**src/sv/slt_pkg.sv**
```systemverilog
// Package for the sorted list table: request and status codes, widths,
// and the command and status structs between controller and datapath. No dependencies.
`default_nettype none

package slt_pkg;

    // Default sizes of the table.
    localparam int CAPACITY_DEF   = 64;
    localparam int DATA_WIDTH_DEF = 32;

    // Fixed port widths.
    localparam int TYPE_W  = 2;
    localparam int VALUE_W = 32;
    localparam int POS_W   = 6;
    localparam int COUNT_W = 7;
    localparam int STAT_W  = 2;
    localparam int WIDE_W  = 64;

    // The read path selects inside groups of eight cells first.
    localparam int GRP_LO_W = 3;
    localparam int GRP_SIZE = 8;

    // Request codes.
    localparam logic [TYPE_W-1:0] REQ_INSERT = 2'd0;
    localparam logic [TYPE_W-1:0] REQ_REMOVE = 2'd1;
    localparam logic [TYPE_W-1:0] REQ_GET    = 2'd2;
    localparam logic [TYPE_W-1:0] REQ_TEST   = 2'd3;

    // Status codes.
    localparam logic [STAT_W-1:0] ST_OK    = 2'd0;
    localparam logic [STAT_W-1:0] ST_FULL  = 2'd1;
    localparam logic [STAT_W-1:0] ST_RANGE = 2'd2;

    // Selection of what a response carries.
    localparam logic [2:0] RESP_INSERT = 3'd0;
    localparam logic [2:0] RESP_FULL   = 3'd1;
    localparam logic [2:0] RESP_REMOVE = 3'd2;
    localparam logic [2:0] RESP_GET    = 3'd3;
    localparam logic [2:0] RESP_RANGE  = 3'd4;
    localparam logic [2:0] RESP_TEST   = 3'd5;

    // Commands from the controller to the datapath.
    typedef struct packed {
        logic       load;       // capture the request fields
        logic       do_insert;  // shift cells right and place the value
        logic       do_remove;  // shift out the first equal entry
        logic       load_read;  // first stage of the indexed read
        logic       respond;    // register a result
        logic [2:0] sel;        // what the result carries
    } t_cmd;

    // Status from the datapath to the controller.
    typedef struct packed {
        logic [TYPE_W-1:0] op;
        logic              full;
        logic              range_err;
        logic              any_eq;
    } t_sts;

endpackage

`default_nettype wire

```
**src/sv/slt_ctrl.sv**
```systemverilog
// Controller of the sorted list table: sequences each request and issues the
// datapath commands. Uses slt_pkg.
`default_nettype none

module slt_ctrl (
    input  wire logic          i_clk,
    input  wire logic          i_rst_n,
    input  wire logic          start,
    output logic               busy,
    output logic               o_done,
    input  wire slt_pkg::t_sts i_sts,
    output slt_pkg::t_cmd      o_cmd
);

    localparam logic [1:0] S_IDLE = 2'd0;
    localparam logic [1:0] S_EXEC = 2'd1;
    localparam logic [1:0] S_READ = 2'd2;

    logic [1:0] r_state;
    logic [1:0] n_state;
    logic       r_done;

    // Next state and commands.
    always_comb begin
        n_state = r_state;
        o_cmd   = '0;
        o_cmd.sel = slt_pkg::RESP_TEST;
        case (r_state)
            S_IDLE: begin
                if (start) begin
                    o_cmd.load = 1'b1;
                    n_state    = S_EXEC;
                end
            end
            S_EXEC: begin
                case (i_sts.op)
                    slt_pkg::REQ_INSERT: begin
                        o_cmd.respond   = 1'b1;
                        o_cmd.do_insert = !i_sts.full;
                        o_cmd.sel       = i_sts.full ? slt_pkg::RESP_FULL
                                                     : slt_pkg::RESP_INSERT;
                        n_state         = S_IDLE;
                    end
                    slt_pkg::REQ_REMOVE: begin
                        // One matching entry leaves the row per cycle.
                        if (i_sts.any_eq) begin
                            o_cmd.do_remove = 1'b1;
                        end else begin
                            o_cmd.respond = 1'b1;
                            o_cmd.sel     = slt_pkg::RESP_REMOVE;
                            n_state       = S_IDLE;
                        end
                    end
                    slt_pkg::REQ_GET: begin
                        if (i_sts.range_err) begin
                            o_cmd.respond = 1'b1;
                            o_cmd.sel     = slt_pkg::RESP_RANGE;
                            n_state       = S_IDLE;
                        end else begin
                            o_cmd.load_read = 1'b1;
                            n_state         = S_READ;
                        end
                    end
                    default: begin
                        o_cmd.respond = 1'b1;
                        o_cmd.sel     = slt_pkg::RESP_TEST;
                        n_state       = S_IDLE;
                    end
                endcase
            end
            S_READ: begin
                o_cmd.respond = 1'b1;
                o_cmd.sel     = slt_pkg::RESP_GET;
                n_state       = S_IDLE;
            end
            default: begin
                n_state = S_IDLE;
            end
        endcase
    end

    // State and result strobe.
    always_ff @(posedge i_clk) begin
        if (!i_rst_n) begin
            r_state <= S_IDLE;
            r_done  <= 1'b0;
        end else begin
            r_state <= n_state;
            r_done  <= o_cmd.respond;
        end
    end

    assign busy   = (r_state != S_IDLE);
    assign o_done = r_done;

endmodule

`default_nettype wire

```
**config.mk**
```make
export PLATFORM = sky130hd
export DESIGN_NAME = slt_ctrl
export DESIGN_NICKNAME = d
export VERILOG_FILES = /design/src/sv/slt_pkg.sv /design/src/sv/slt_ctrl.sv
export SDC_FILE = /design/constraint.sdc
export NUM_CORES = 1
export LEC_CHECK = 0
export BUFFER_PORTS_ARGS = -buffer_cell sky130_fd_sc_hd__buf_2
export CORE_AREA = 2 2 39 41
export DETAILED_ROUTE_END_ITERATION = 10
export DIE_AREA = 0 0 41 43
export GPL_TIMING_DRIVEN = 1
export SYNTH_ARGS = -nofsm -noshare
export SYNTH_HDL_FRONTEND = slang
export SYNTH_SLANG_ARGS = --single-unit
```
**constraint.sdc**
```tcl
create_clock -name i_clk -period 2 [get_ports i_clk]
set_input_delay 0.6 -clock i_clk [delete_from_list [all_inputs] [get_ports i_clk]]
set_output_delay 0.6 -clock i_clk [all_outputs]
set_load 0.01 [all_outputs]
```
==> metrics.md <==
| Metric | Value |
|---|---|
| Status | completed |
| Wirelength, routed | 690 um |
| Startpoint types | primary input |
| Vias in the first global route | 274 |
| Worst reg2reg startpoint | r_state[0]$_SDFFE_PN0P_ |
| Pin slew with the least headroom to its limit | between 0.2 and 0.25 ns |
| Cell with the largest stage delay on the worst path | sky130_fd_sc_hd__a211o_1 |
| Residual DRC | 0 |
| Master cell of the clock root buffer | sky130_fd_sc_hd__clkbuf_4 |
| Max layer used | met3 |
| TritonCTS clock tree | yes |
| Met3 routed wirelength | 87 um |
| Post-DR vias/cell | 4.403 |
| Starting DRC count in detailed routing | 3 |
| Total iterations of the first detailed-routing run | 6 |
| Max-slew headroom at the worst pin | between 80 and 90% |
| Post-route clock skew | 0.004445 ns |
| Crit path capture type | output port |
| Crit path time final | 1.992 ns |
| Pin count of the biggest net entering global routing | 10 |
| Hold WS | 0.5116 ns |
| Part of the Yosys area used for sequential elements | 19.75% |
| Portion of synthesized cell area occupied by the leading cell type | between 10% and 20% |
| IR Drop Worst-Case VDD | approximately 150 uV |
| Count of yosys warnings during synthesis | 0 |
| Top cell family by delay on the critical path | compound AO/OA/AOI/OAI gates |
| Critical path launch point | i_sts[4] |
| Multiplexer share of the synthesized area | 6.584% |
| Cell accounting for the most synthesized area | sky130_fd_sc_hd__dfxtp_1 |
| Die Y | around 43 um |
| Clock input transition at the sequential cells of the worst setup and hold paths | 0.04 ns |
| Antenna violations before repair | 0 |
| Number of H-tree levels | 1 |
| Max Root-Sink Buffers | 2 |
| Path class of the lowest-slack min-delay path | register to register |
| Num ports | 18 |
| Number of distinct standard cells referenced by the synthesized netlist | 20 |
| Compound-Gate Fraction of Synth Area | 17.70% |
| R2R Setup Slk | 0.72 ns |
| Power density over cell area | a little under 500 nW/um2 |
| Clk Latency, worst-skew pair | 0.23 ns |
| Initial standard-cell utilization of the core | 21.97% |
| Finished Cell Area | 514.2 um2 |
| Hold path startpoint | r_state[1]$_SDFFE_PN0P_ |
| Number of diodes | 0 |
| IO buf count | 17 |
| Final count of hold timing violations | 0 |
| Critical path required time | 1.40 ns |
| Via count of the routed design | approximately 340 |
| Cell Chain, Critical Path | buf_2, o21ai_1, o31ai_2, a211o_1, buf_2 |
| Synthesis-stage register bit count | 3 |
| Detail Route Antenna Nets | 0 |
| Max-slew violation total from the final report | 0 |
| Cell area after synthesis | 304.0 um2 |
| Cell seen most often among critical-path stages | sky130_fd_sc_hd__buf_2 |
| Area Overhead vs Synth | 69.14% |
| Final #Nets | 73 |
| Post-Place Setup Slack | 0.001562 ns |
| Dominant combinational cell family by area after synthesis | simple AND/OR/NAND/NOR gates |
| Total buffers and inverters traversed by the critical path | 2 |
| Sum of met2 wire segment lengths after detailed routing | 283 um |
| Sinks on the clock net | 3 |
| Unrepaired setup endpoints after global routing | yes |
| Core footprint | approximately 1400 um2 |
| Fraction of synthesized cell area in xor and xnor cells | 0% |
| Worst Setup Slack, final | 0.007773 ns |
| Number of rows created at floorplan | 14 |
| Max-cap violation count | 0 |
| Data arrival, critical path | approximately 1.4 ns |
| Average wire per standard cell | 8.961 um |
| Tot GR Track Use | 8.517% |
| Peak clock frequency supported by timing | 502.0 MHz |
| Share of post-route cells with drive strength above 1 | 57.38% |
| DRT met1 WL | between 300 and 400 um |
| Wire length of the first global-routing pass | between 1 and 1.5 mm |
| Reported leakage power | ~0.25 nW |
| Cell count after synthesis | 39 |
| Total Power Consumption | around 0.25 mW |
| Net Count, Synth | 50 |
| X dimension of the die | slightly above 40 um |
| Critical path start-end classification | primary input to output port |
| Residual overflow from global routing | 0 |
| Ranking of synthesized cells by area | sky130_fd_sc_hd__dfxtp_1 20%, sky130_fd_sc_hd__ha_1 12%, sky130_fd_sc_hd__mux2i_1 6.6%, sky130_fd_sc_hd__and2_1 6.2%, sky130_fd_sc_hd__inv_1 6.2% |
| Final weighted congestion of routability-driven global placement | 0.6751 |
| Adder-Cell Fraction of Synth Area | 12.35% |
| Post-Syn Area per Cell | approximately 7.8 um2 |
| Setup violation total in the final timing report | 0 |
| Simple-gate share of the synthesized area | 35.80% |
| Longest individual stage delay on the worst path | 0.28 ns |
| Cell Area, Placed | 404.1 um2 |
| Portion of the clock cycle consumed by the worst path in the final layout | about 100% |
| DP Wirelength | about 530 um |
| CTS Buf Count | 3 |
| Area of the die | 1763 um2 |
| Biggest fanout along the worst timing path | 9 |
kinds of logic after synthesis:
family                   after synthesis
multiplexers                           2
flip-flops                             3
buffers and inverters                  6
AO/OA/AOI/OAI                          8
AND/OR/NAND/NOR                       17
adder cells (fa/ha/maj)                3
cell usage after synthesis:
cell	count
sky130_fd_sc_hd__nand2_1	3
sky130_fd_sc_hd__nand3_1	1
sky130_fd_sc_hd__and2_1	3
sky130_fd_sc_hd__dfxtp_1	3
sky130_fd_sc_hd__and3b_1	1
sky130_fd_sc_hd__mux2i_1	2
sky130_fd_sc_hd__nand4b_1	1
sky130_fd_sc_hd__o31ai_2	1
sky130_fd_sc_hd__and4bb_2	1
sky130_fd_sc_hd__inv_1	5
sky130_fd_sc_hd__o31ai_1	1
sky130_fd_sc_hd__o21ai_0	3
sky130_fd_sc_hd__a211o_1	1
sky130_fd_sc_hd__nor2_1	4
sky130_fd_sc_hd__nor4b_1	1
sky130_fd_sc_hd__a21oi_1	2
sky130_fd_sc_hd__and2_2	1
sky130_fd_sc_hd__nor3b_2	1
sky130_fd_sc_hd__clkbuf_2	1
sky130_fd_sc_hd__ha_1	3
sequential cells by signal, summed over array words and instances, names as in the netlist:
name,count
o_done,1
r_state,2
routing by layer:
metal | GRT usage [%] | vias up
met5 | 0 | -
met4 | 6.000 | 0
met3 | 1.571 | 0
met2 | 12.19 | 19
met1 | 10.86 | 141
li1 | - | 179
cell type report:
type	instances	area [um2]
fillers	148	869.6
multi-input cells	30	272.8
repair buffers	19	103.9
flip-flops and latches	3	67.56
clock buffers	4	26.28
inverters	5	23.77
well taps	16	20.02
metrics by stage:
step | util, % | TNS, ns | std cells
3_3_place_gp | 29.20 | 0 | 71
3_5_place_dp | 29.20 | 0 | 71
4_1_cts | 33.00 | 0 | 75
2_1_floorplan | - | 0 | 39
6_report | 37.16 | 0 | 77
5_1_grt | 37.16 | -0.06699 | 77
worst register-to-register path: cells and delay by family, from the launching register on:
family	cells	cell delay (ns)
AO/OA/AOI/OAI	1	0.24
adder cells (fa/ha/maj)	1	0.28
buffers and inverters	2	0.17
flip-flops	1	0.37
AND/OR/NAND/NOR	2	0.15
placed cells by master, fill, tap and decap left out, drive strengths merged:
cell    netlist  final
buf           0     19
inv           5      5
nor2          4      4
and2          4      4
clkbuf        1      4
nand2         3      3
o21ai         3      3
ha            3      3
dfxtp         3      3
a21oi         2      2
mux2i         2      2
o31ai         2      2
a211o         1      1
nor3b         1      1
and3b         1      1
nand4b        1      1
nor4b         1      1
and4bb        1      1
nand3         1      1
what timing repair did:
item / 4_1_cts / 5_1_grt
pin swaps: 1 / 3
hold buffers: 0 / 0
resized for setup: 7 / 12
buffers inserted: 0 / 2
setup endpoints to repair: 3 / 3
power by group:
| group | internal, mW | total, mW | switching, mW | leakage, nW |
|---|---|---|---|---|
| logic | 0.0423 | 0.0817 | 0.0394 | 0.211 |
| registers | 0.0616 | 0.0654 | 0.00379 | 0.0259 |
| clock network | 0.0749 | 0.107 | 0.0326 | 0.0150 |
| total | 0.179 | 0.255 | 0.0757 | 0.252 |
worst paths after layout:
path / to / cells after the start
worst min-delay path: r_state[1]$_SDFFE_PN0P_ / 2
worst max register to register: o_done$_SDFF_PN0_ / 6
worst max-delay path: o_cmd[0] / 5
worst min register to register: r_state[1]$_SDFFE_PN0P_ / 2
Power figures use the tool's default switching activity.
